File: src/design/tcw_pkg.sv
// Shared types and constants for the text console writer.
// Depends on nothing; tcw_sweep and text_console_writer refer to it by scoped names.
package tcw_pkg;

  // Default screen geometry
  localparam int DEF_COLUMNS = 80;
  localparam int DEF_ROWS    = 25;

  // Cell width and character codes
  localparam int         CELL_W       = 16;
  localparam logic [7:0] NEWLINE_BYTE = 8'd10;
  localparam logic [7:0] BLANK_BYTE   = 8'h20;
  localparam logic [7:0] RESET_COLOR  = 8'd7;

  // Opcodes of an input item
  localparam logic OP_PUT  = 1'b0;
  localparam logic OP_READ = 1'b1;

  // One input item
  typedef struct packed {
    logic        opcode;
    logic [7:0]  character;
    logic        end_of_string;
    logic [10:0] read_index;
  } in_item_t;

  // One result item
  typedef struct packed {
    logic [4:0]  cursor_row;
    logic [6:0]  cursor_column;
    logic [10:0] hw_cursor_index;
    logic [15:0] cell_data;
    logic        scrolled;
  } out_item_t;

  // Request from the control logic to the sweep engine
  typedef struct packed {
    logic       start;   // begin a sweep (taken only while the engine is idle)
    logic       scroll;  // 1: move rows up and blank the last; 0: blank all cells
    logic [7:0] color;   // attribute byte for blanked cells
  } sweep_cmd_t;

endpackage

File: src/design/tcw_sweep.sv
// Sweep engine of the text console writer: clears the screen store after reset
// and scrolls it up one row. Uses tcw_pkg for the request type and constants.
module tcw_sweep #(
  parameter int COLUMNS = tcw_pkg::DEF_COLUMNS,
  parameter int ROWS    = tcw_pkg::DEF_ROWS
) (
  input  logic                                clk,
  input  logic                                rst,
  input  tcw_pkg::sweep_cmd_t                 cmd,
  output logic                                busy,
  output logic                                ram_we,
  output logic [$clog2(COLUMNS*ROWS)-1:0]     ram_waddr,
  output logic [tcw_pkg::CELL_W-1:0]          ram_wdata,
  output logic [$clog2(COLUMNS*ROWS)-1:0]     ram_raddr,
  input  logic [tcw_pkg::CELL_W-1:0]          ram_rdata
);

  localparam int CELLS  = COLUMNS * ROWS;
  localparam int ADDR_W = $clog2(CELLS);

  localparam logic [1:0] SW_IDLE = 2'd0;
  localparam logic [1:0] SW_COPY = 2'd1;
  localparam logic [1:0] SW_FILL = 2'd2;

  localparam logic [ADDR_W-1:0] LAST_COPY  = ADDR_W'(CELLS - COLUMNS - 1);
  localparam logic [ADDR_W-1:0] FIRST_LAST = ADDR_W'(CELLS - COLUMNS);
  localparam logic [ADDR_W-1:0] LAST_CELL  = ADDR_W'(CELLS - 1);

  logic [1:0]        state;
  logic [ADDR_W-1:0] idx;
  logic              pipe_v;
  logic [ADDR_W-1:0] pipe_dst;
  logic [7:0]        color;

  // Advance through the copy and fill phases
  always_ff @(posedge clk) begin
    if (rst) begin
      state  <= SW_IDLE;
      pipe_v <= 1'b0;
    end else begin
      pipe_v <= (state == SW_COPY);
      case (state)
        SW_IDLE: begin
          if (cmd.start) begin
            color <= cmd.color;
            idx   <= '0;
            state <= cmd.scroll ? SW_COPY : SW_FILL;
          end
        end
        SW_COPY: begin
          // read one row ahead now, write the cell back in the next cycle
          pipe_dst <= idx;
          if (idx == LAST_COPY) begin
            idx   <= FIRST_LAST;
            state <= SW_FILL;
          end else begin
            idx <= idx + 1'b1;
          end
        end
        SW_FILL: begin
          // hold the fill while the last copied cell drains
          if (!pipe_v) begin
            if (idx == LAST_CELL) begin
              state <= SW_IDLE;
            end else begin
              idx <= idx + 1'b1;
            end
          end
        end
        default: begin
          state <= SW_IDLE;
        end
      endcase
    end
  end

  // Drive the memory port
  always_comb begin
    busy      = (state != SW_IDLE);
    ram_raddr = idx + ADDR_W'(COLUMNS);
    ram_we    = pipe_v || (state == SW_FILL);
    ram_waddr = pipe_v ? pipe_dst : idx;
    ram_wdata = pipe_v ? ram_rdata : {color, tcw_pkg::BLANK_BYTE};
  end

endmodule

File: config.mk
export PLATFORM = sky130hd
export DESIGN_NAME = tcw_sweep
export DESIGN_NICKNAME = d
export VERILOG_FILES = /design/src/design/tcw_pkg.sv /design/src/design/tcw_sweep.sv
export SDC_FILE = /design/constraint.sdc
export NUM_CORES = 1
export LEC_CHECK = 0
export BUFFER_PORTS_ARGS = -buffer_cell sky130_fd_sc_hd__buf_2
export CORE_ASPECT_RATIO = 0.7
export CORE_MARGIN = 4
export CORE_UTILIZATION = 44
export DETAILED_ROUTE_END_ITERATION = 16
export PLACE_DENSITY = 0.75
export SETUP_SLACK_MARGIN = 0.02
export SLEW_MARGIN = 20
export SYNTH_ARGS = -nofsm -noshare
export SYNTH_HDL_FRONTEND = slang
export SYNTH_SLANG_ARGS = --single-unit
File: constraint.sdc
create_clock -name clk -period 2.8 [get_ports clk]
set_input_delay 0.56 -clock clk [delete_from_list [all_inputs] [get_ports clk]]
set_output_delay 0.56 -clock clk [all_outputs]
set_load 0.005 [all_outputs]
Yosys cells after proc, flatten, opt, wreduce, memory -nomap -nowiden
Index checks and enable logic that the tools add are counted.

word-level totals
  register bits = 33
  input port bits = 28
  output and inout port bits = 40
  logic and storage cells = 38

cells by class
  add/subtract/negate cells = 2
  equal/unequal tests = 9
  mux-type cells = 13
  bitwise gates (word level) = 1
  reductions and logical operators = 8

operators by type and width
  cell                   count
  $mux 11                5
  $pmux 11 s3            1
  $eq 11x11->1 const B   2
  $mux 16                1
  $add 11x1->11 const B  1
  $add 11x7->11 const B  1
  $mux 2                 5
  $ne 2x2->1 const B     4
  $pmux 2 s3             1
  $reduce_and 5->1       1
  $reduce_and 4->1       1
  $reduce_and 3->1       1
  $reduce_bool 3->1      1
  $eq 2x1->1 const B     1
  $eq 2x2->1 const B     1
  $logic_not 2->1        1
  $ne 2x1->1 const B     1
  $reduce_and 2->1       1
  $reduce_bool 2->1      1
  $logic_or 1x1->1       1
  $not 1->1              1

Depth between registers and ports, before layout
Gate-level depths: netlist of run 1.

  depth in word-level cells = 4
  mapped depth = 6

Worst setup path after synthesis of run 1
No wires, ideal clock.

  path kind = flip-flop to flip-flop
  start = register state[0]
  end = register idx[0] (enable)
  arrival time = 2.227 ns
  slack = 0.161 ns
  stages on the path, launching flop included = 5
  buffers on the path = 0
  cell sequence = dfxtp_1 inv_1 ha_1 a22oi_1 nor4b_1

on the way
  longest elaborated chain between the ends = 3
  elaborated cells between the ends (all ways) = 8
  those cells by class = eq/ne (5); reduce/logical (3)

ends and longest elaborated chain
  what                                                                     RTL line         RTL
  start: declaration                                                       tcw_sweep.sv:29  logic [1:0] state;
  start signal: assignment                                                 tcw_sweep.sv:47  state <= cmd.scroll ? SW_COPY : SW_FILL;
  $eq 2x2->1 (tied with other cells)                                       tcw_sweep.sv:42  case (state)
  $ne 2x2->1 (no source line) / $reduce_bool 3->1 (equally long branches)  --
  $reduce_and 5->1 (no source line) *                                      --
  end signal: assignment                                                   tcw_sweep.sv:57  idx <= idx + 1'b1;
  end signal: assignment                                                   tcw_sweep.sv:66  idx <= idx + 1'b1;
  end: declaration                                                         tcw_sweep.sv:30  logic [ADDR_W-1:0] idx;

Mark *: on every way between the ends. The rest lies on a longest branch, timed or not.
A chain may end at the register's enable or synchronous reset.

Worst setup path in the final report of run 1
  start = register idx[5]
  end = output port ram_raddr[10]

on the way
  longest elaborated chain between the ends = 1

ends and longest elaborated chain
  what              RTL line         RTL
  $add 11x7->11     tcw_sweep.sv:80  ram_raddr = idx + ADDR_W'(COLUMNS);
  end: declaration  tcw_sweep.sv:14  output logic [$clog2(COLUMNS*ROWS)-1:0] ram_raddr,

No other way between the ends.

==> impl_results.md, run 1 <==
* Dpl cells at roughly 270
* CP Max Fanout at 6
* Startpoint types: flop
* TritonCTS clock tree: done
* CP Class: flop to output pin
* Final WL at a little under 4000 um
* Post-synth ARST share at 0
* Crit-path cells: ha_1 -> o2111ai_1 -> xnor2_1 -> buf_2
* Initial Util at 0.464
* Clk_skew at approximately 4.6 ps
* DIE WIDTH at 85.6 um
* Critical Path Max Stage Delay at 480 ps
* Post-route total power at 1.87 mW
* Worst-Margin Slew at slightly below 500 ps
* Die area at around 0.0053 mm^2
* Via density per instance at approximately 5.0
* Post-synthesis sequential area ratio at 0.519
* Final Hold Vio Count at 0
* Setup ws final at around 630 ps
* Post-Place Setup Slack at about 900 ps
* Avg Cell Area, Syn at ~12 um^2
* Layout Cells excl Fill at 273
* RSZ-0062 raised after global routing: false
* Placer Congestion at around 0.78
* WP data arrival at around 1600 ps
* Number of enable flip-flop cells after synthesis at 30
* Number of global-route vias before repair at ~1,300
* Final setup fails at 0
* Port Buffers at 67
* Worst Path Required at around 2200 ps
* HPWL Detailed at between 2000 and 3000 um
* CTS Buffer Depth at 2
* Cell count after synthesis at about 150
* Post-synthesis cell area at approximately 0.0019 mm^2
* CP endpoint kind: output pin
* Yosys warns at 0
* Largest net degree at the start of global routing at 26
* Pre-antenna DRT Iters at 4
* Final Util at 0.585
* Most common cell after layout, fill and taps aside: buf_2
* CP max-delay cell: edfxtp_1
* Total GRT Usage at 0.153
* Final min period at roughly 2200 ps
* Filler Cells Inserted at about 340
* Antenna cell count at 0
* Placed Area at 0.00223 mm^2
* Slew Limit Fails at 0
* Total grt overflow at 0
* Commonest cells after routing, fill and taps aside: buf_2 (67), edfxtp_1 (30), mux2_2 (17)
* Clock-pin slew on the worst setup and hold paths at about 70 ps
* Hold buffers post-CTS at 0
* Clk_lat worst skew at approximately 280 ps
* Hold Slack at ~450 ps
* Fmax at between 400 and 500 MHz
* DR vias at 1,362
* PwrDens at 800 mW/mm^2
* Core area at 0.00399 mm^2
* Mean routed wirelength per cell at between 10 and 15 um
* Ratio of cells with drive above 1 in the final layout at 0.471
* Fin Setup TNS at 0 ps
* DRC at 0
* HP Class: primary input to flop
* Post CTS Setup Buffer Count at 0
* Final ANT Viol Nets at 0
* CP top delay family: flip-flops
* Resized Gates After CTS at 0
* # rows at 19
* Seq cells post-synth at 33
* Max_cap viols at 0
* Number of I/O pins at 68
* H-tree levels at 2
* Leakage power at between 0.9 and 1 nW
* First-pass GRT wire length at around 6400 um
* Initial DRC count at 96
* Final period util at 0.774
* Cell area after layout at roughly 0.0023 mm^2
* Cell variety after synth at 35
* Nets at between 200 and 300
* Synthesized Nets at 188
* Slew HR at 0.668
* Total CTS buffers at 5
* Initial antenna violation count at 0
* Die H at around 62 um
* Dominant synthesized flop cell: edfxtp_1
* Clk root buf: clkbuf_8
* Buf/Inv on CP at 1
* Status: finished, final reports clean
* Sink Count at 33
* Area delta synth->final at 26.0%
* Maximum VDD drop at about 0.44 mV
-- final cells by class --
cell class                 instances  area (um^2)  share of cell area
clock inverter                     2         33.8              0.0145
sequential                        33          961               0.412
multi-input combinational        100          803               0.344
inverter                           9         33.8              0.0145
clock buffer                       6         72.6              0.0311
tap                               52         65.1              0.0279
timing repair buffer              71          365               0.156
-- kinds of logic after synthesis --
family / after synthesis / synth area share
and+or+nand+nor: 46 / 0.137
DFF: 33 / 0.519
buffers and inverters: 20 / 0.0513
muxes: 17 / 0.103
AOI/OAI and AO/OA: 16 / 0.0763
xor gates and xnor gates: 14 / 0.0662
adders and majority gates: 7 / 0.0473
-- layer usage --
layer | share of wire | track usage | up-vias
met1 | 0.45 | 0.213 | 642
li1 | - | - | 676
met5 | 0 | 0 | -
met3 | 0.067 | 0.0383 | 5
met2 | 0.47 | 0.228 | 39
met4 | 0.013 | 0.0613 | 0
-- registers in the layout (all words and copies together) (netlist names) --
name and cells:
idx 11, pipe_dst 11, color 8, state 2
pipe_v 1
-- final timing paths --
kind | cells past startpoint | start | slack, ps | endpoint
setup reg to reg | 5 | state[0] | 910 | idx[10]
hold reg to reg | 2 | state[1] | 530 | state[1]
setup / recovery | 4 | idx[5] | 630 | ram_raddr[10]
hold / removal | 1 | cmd[5] | 450 | color[5]
-- cells in the mapped netlist (all sizes together), types with 4 or more instances --
library cell  number  share of area
xnor2             10          0.047
nand3              6          0.028
inv                9          0.018
a21oi              4          0.011
nor2              12          0.024
ha                 7          0.047
nand2              7          0.014
edfxtp            30           0.49
buf               10          0.031
xor2               4          0.019
and2               7          0.024
o21ai              4          0.011
mux2              17           0.10
-- where the power goes --
group          switching, mW  leakage, nW  internal (mW)  total [mW]
Combinational          0.342        0.602          0.334       0.676
Clock                  0.161       0.0528          0.262       0.424
Sequential             0.106        0.307          0.662       0.767
Total                  0.609        0.962           1.26        1.87
No activity file was read; power rests on OpenSTA's default activity.
==> run 2: changes to the inputs <==
- CORE_UTILIZATION: 44 -> 45
- PLACE_DENSITY: 0.75 -> 0.74
- clock period: 2.8 -> 2.2 ns (I/O delays scaled with it)
==> impl_results.md, run 2 (synthesized netlist as in run 1, its figures left out) <==
* Port Buffers at 67
* Slew HR at 0.511
* CP endpoint kind: output pin
* Total CTS buffers at 5
* RSZ-0062 raised after global routing: false
* Die H at about 62 um
* Filler Cells Inserted at 326
* Core area at between 0.003 and 0.004 mm^2
* Status: finished, final reports clean
* Post CTS Setup Buffer Count at 0
* Area delta synth->final at 34.0%
* TritonCTS clock tree: done
* Most common cell after layout, fill and taps aside: buf_2
* Final min period at approximately 2100 ps
* Die area at 0.00523 mm^2
* Ratio of cells with drive above 1 in the final layout at 0.525
* CP Class: flop to output pin
* DR vias at roughly 1,500
* CTS Buffer Depth at 2
* Setup ws final at roughly 110 ps
* Sink Count at 33
* Total GRT Usage at 0.170
* Hold Slack at 330 ps
* CP Max Fanout at 6
* WP data arrival at ~1700 ps
* Post-route total power at 2.46 mW
* Slew Limit Fails at 0
* Antenna cell count at 0
* HPWL Detailed at ~3300 um
* Via density per instance at ~5
* Hold buffers post-CTS at 0
* Post-Place Setup Slack at -122 ps
* Fmax at between 400 and 500 MHz
* Final Hold Vio Count at 0
* Clk_lat worst skew at around 280 ps
* Worst Path Required at approximately 1800 ps
* Clk root buf: clkbuf_8
* Pre-antenna DRT Iters at 4
* HP Class: primary input to flop
* Max_cap viols at 0
* H-tree levels at 2
* Initial DRC count at slightly below 90
* Worst-Margin Slew at between 700 and 800 ps
* # rows at 19
* Nets at 276
* PwrDens at between 900 and 1000 mW/mm^2
* Cell area after layout at approximately 0.0025 mm^2
* Total grt overflow at 0
* Maximum VDD drop at 0.720 mV
* Initial antenna violation count at 0
* Final period util at 0.951
* DRC at 0
* Initial Util at 0.470
* Startpoint types: flop
* DIE WIDTH at 84.7 um
* First-pass GRT wire length at 6780 um
* Largest net degree at the start of global routing at 31
* Largest regs: idx (11), pipe_dst (11), color (8)
* Placer Congestion at a little under 0.8
* Clock-pin slew on the worst setup and hold paths at 60 ps
* Final WL at approximately 4300 um
* Clk_skew at ~3.9 ps
* Leakage power at between 1 and 1.5 nW
* Final ANT Viol Nets at 0
* Final setup fails at 0
* Commonest cells after routing, fill and taps aside: buf_2 (67), edfxtp_1 (30), buf_4 (25)
* Placed Area at 0.00239 mm^2
* Number of global-route vias before repair at between 1,000 and 1,500
* Fin Setup TNS at 0 ps
* Number of I/O pins at just under 70
* Mean routed wirelength per cell at ~15 um
## run 2: cell types whose count changed in the layout (fill, tap and decap cells not counted)
cell       previous run  this run
nor4b_4               0         1
bufinv_16             1         0
o21ai_1               0         1
o21ai_0               4         3
nor4b_2               1         0
o2111ai_2             0         1
buf_4                 4        25
o2111ai_1             1         0
clkinv_1              1         0
clkinv_2              0         2
## run 2: what timing repair did
| item | CTS | global route |
|---|---|---|
| endpoints found under the hold margin | 0 | 0 |
| gates resized for setup | 1 | 2 |
| endpoints found under the setup margin | 11 | 2 |
## run 2: layout make-up
class                      count  area [um^2]  area share
tap                           52         65.1      0.0262
sequential                    33          961       0.387
clock buffer                   6         72.6      0.0292
inverter                       9         33.8      0.0136
timing repair buffer          92          523       0.211
multi-input combinational    100          818       0.329
clock inverter                 2         10.0     0.00403
## run 2: layer usage
| metal | wire, um | part of all wire | track usage |
|---|---|---|---|
| met5 | 0 | 0 | 0 |
| met1 | 2030 | 0.47 | 0.236 |
| met2 | 1890 | 0.44 | 0.250 |
| met4 | 67 | 0.016 | 0.0767 |
| met3 | 313 | 0.073 | 0.0487 |
## run 2: critical path, cell delays in order (launching register included)
cell,delay (ps)
edfxtp_1,380
buf_4,170
ha_1,300
o2111ai_2,240
xnor2_1,140
buf_2,140
## run 2: metrics by stage
| step | utilization | instances |
|---|---|---|
| after CTS | 0.628 | 294 |
| after global routing | 0.629 | 294 |
| after detailed placement | 0.605 | 286 |
| final | 0.629 | 294 |
| after floorplan | - | 153 |
| after global placement | 0.605 | 286 |
## run 2: worst paths after layout
path / startpoint / endpoint / slack, ps / cells past startpoint
worst max register to register: state[0] / idx[5] / 270 / 4
worst min-delay path: cmd[6] / color[6] / 330 / 1
worst min register to register: idx[4] / pipe_dst[4] / 590 / 1
worst max-delay path: idx[4] / ram_raddr[10] / 110 / 5
## run 2: power by group
part	switching [mW]	leakage [nW]	internal, mW
Sequential	0.0507	0.307	0.840
Clock	0.214	0.0450	0.219
Combinational	0.576	0.709	0.560
Total	0.840	1.06	1.62
==> run 3: changes to the inputs <==
- PLACE_DENSITY: 0.74 -> unset
- PLACE_DENSITY_LB_ADDON: unset -> 0.2
==> impl_results.md, run 3 (synthesized netlist as in run 1, its figures left out) <==
* Mean routed wirelength per cell at between 10 and 15 um
* Sink Count at 33
* Status: finished, final reports clean
* Hold Slack at roughly 340 ps
* HPWL Detailed at 3290 um
* Post-Place Setup Slack at -127 ps
* Initial antenna violation count at 0
* Total grt overflow at 0
* H-tree levels at 2
* Startpoint types: flop
* Total CTS buffers at 5
* CP Max Fanout at 6
* Via density per instance at about 5.0
* Antenna cell count at 0
* Largest net degree at the start of global routing at 31
* Placer Congestion at about 0.85
* Register Area at roughly 960 um^2
* Dpl cells at 286
* Final ANT Viol Nets at 0
* HP Class: primary input to flop
* Maximum VDD drop at a little under 0.5 mV
* Filler Cells Inserted at roughly 330
* Clk_skew at roughly 5.1 ps
* Initial DRC count at 50
* Port Buffers at 67
* Final min period at about 2000 ps
* PwrDens at 983 mW/mm^2
* Slew HR at 0.509
* CP Class: flop to output pin
* Setup ws final at ~180 ps
* Final Hold Vio Count at 0
* CP endpoint kind: output pin
* DRC at 0
* Final WL at between 4000 and 5000 um
* WP data arrival at 1580 ps
* Core area at between 0.003 and 0.004 mm^2
* CTS Buffer Depth at 2
* Slew Limit Fails at 0
* Number of I/O pins at between 60 and 70
* Fmax at between 400 and 500 MHz
* Worst-Margin Slew at between 700 and 800 ps
* Clock-pin slew on the worst setup and hold paths at ~60 ps
* Number of global-route vias before repair at ~1,400
* DR vias at approximately 1,500
* First-pass GRT wire length at 6690 um
* Final setup fails at 0
* Area delta synth->final at 34.4%
* Die area at between 0.005 and 0.006 mm^2
* Total GRT Usage at 0.165
* Final period util at 0.920
* Pre-antenna DRT Iters at 4
* Multi-input logic area at slightly above 800 um^2
* # rows at 19
* Nets at around 280
* TritonCTS clock tree: done
* Clk_lat worst skew at around 280 ps
* Most common cell after layout, fill and taps aside: buf_2
* Leakage power at approximately 1.1 nW
* RSZ-0062 raised after global routing: false
* Commonest cells after routing, fill and taps aside: buf_2 (67), edfxtp_1 (30), buf_4 (25)
* Largest regs: idx (11), pipe_dst (11), color (8)
* Ratio of cells with drive above 1 in the final layout at 0.533
* Hold buffers post-CTS at 0
* Worst Path Required at 1760 ps
* Clk root buf: clkbuf_8
* Layout Cells excl Fill at 294
* Die H at around 62 um
* DIE WIDTH at between 80 and 90 um
* Fin Setup TNS at 0 ps
* Initial Util at 0.470
* Max_cap viols at 0
## run 3: cell count changes in the layout (fill, tap and decap cells not counted), sizes merged
cell	previous run	this run
clkbuf	6	5
clkinvlp	0	1
## run 3: metrics by stage
stage,cell area (um^2),power [mW],utilization
finish,2490,2.45,0.631
global route,2490,2.62,0.631
CTS,2490,2.47,0.630
detailed placement,2390,2.02,0.605
global placement,2390,1.97,0.605
floorplan,1860,1.53,-
## run 3: what timing repair did
action                                  in CTS  in global routing
resized for setup                            2                  1
pin swaps                                    0                  0
endpoints found under the setup margin      12                  1
setup buffers                                0                  0
gates cloned                                 0                  0
## run 3: worst max-delay path: stages, from the launching register on
cell	delay, ps
edfxtp_1	400
buf_4	170
ha_2	230
o2111ai_2	220
xnor2_1	150
buf_2	130
## run 3: final timing paths
kind	from	endpoint	slack, ps	cells past startpoint
setup / recovery	idx[4]	ram_raddr[10]	180	5
hold / removal	cmd[5]	color[5]	340	1
setup reg to reg	state[0]	idx[10]	230	4
hold reg to reg	state[1]	state[1]	570	2
## run 3: layer usage
metal  vias up  share of wire  global-route usage
li1        721              -                   -
met1       689           0.46               0.217
met2        59           0.45               0.272
met3         2          0.086              0.0474
met4         0         0.0048              0.0474
met5         -              0                   0
## run 3: report_power, final
part	internal, mW	leakage (nW)	total (mW)	switching [mW]
combinational	0.552	0.707	1.12	0.569
clock	0.218	0.0439	0.432	0.214
sequential	0.840	0.307	0.895	0.0553
## run 3: final cells by class
| type | instances | share of cell area |
|---|---|---|
| Clock buffer | 5 | 0.0276 |
| Inverter | 9 | 0.0136 |
| Timing Repair Buffer | 92 | 0.210 |
| Clock inverter | 3 | 0.00704 |
| Multi-Input combinational cell | 100 | 0.330 |
| Tap cell | 52 | 0.0261 |
| Sequential cell | 33 | 0.386 |
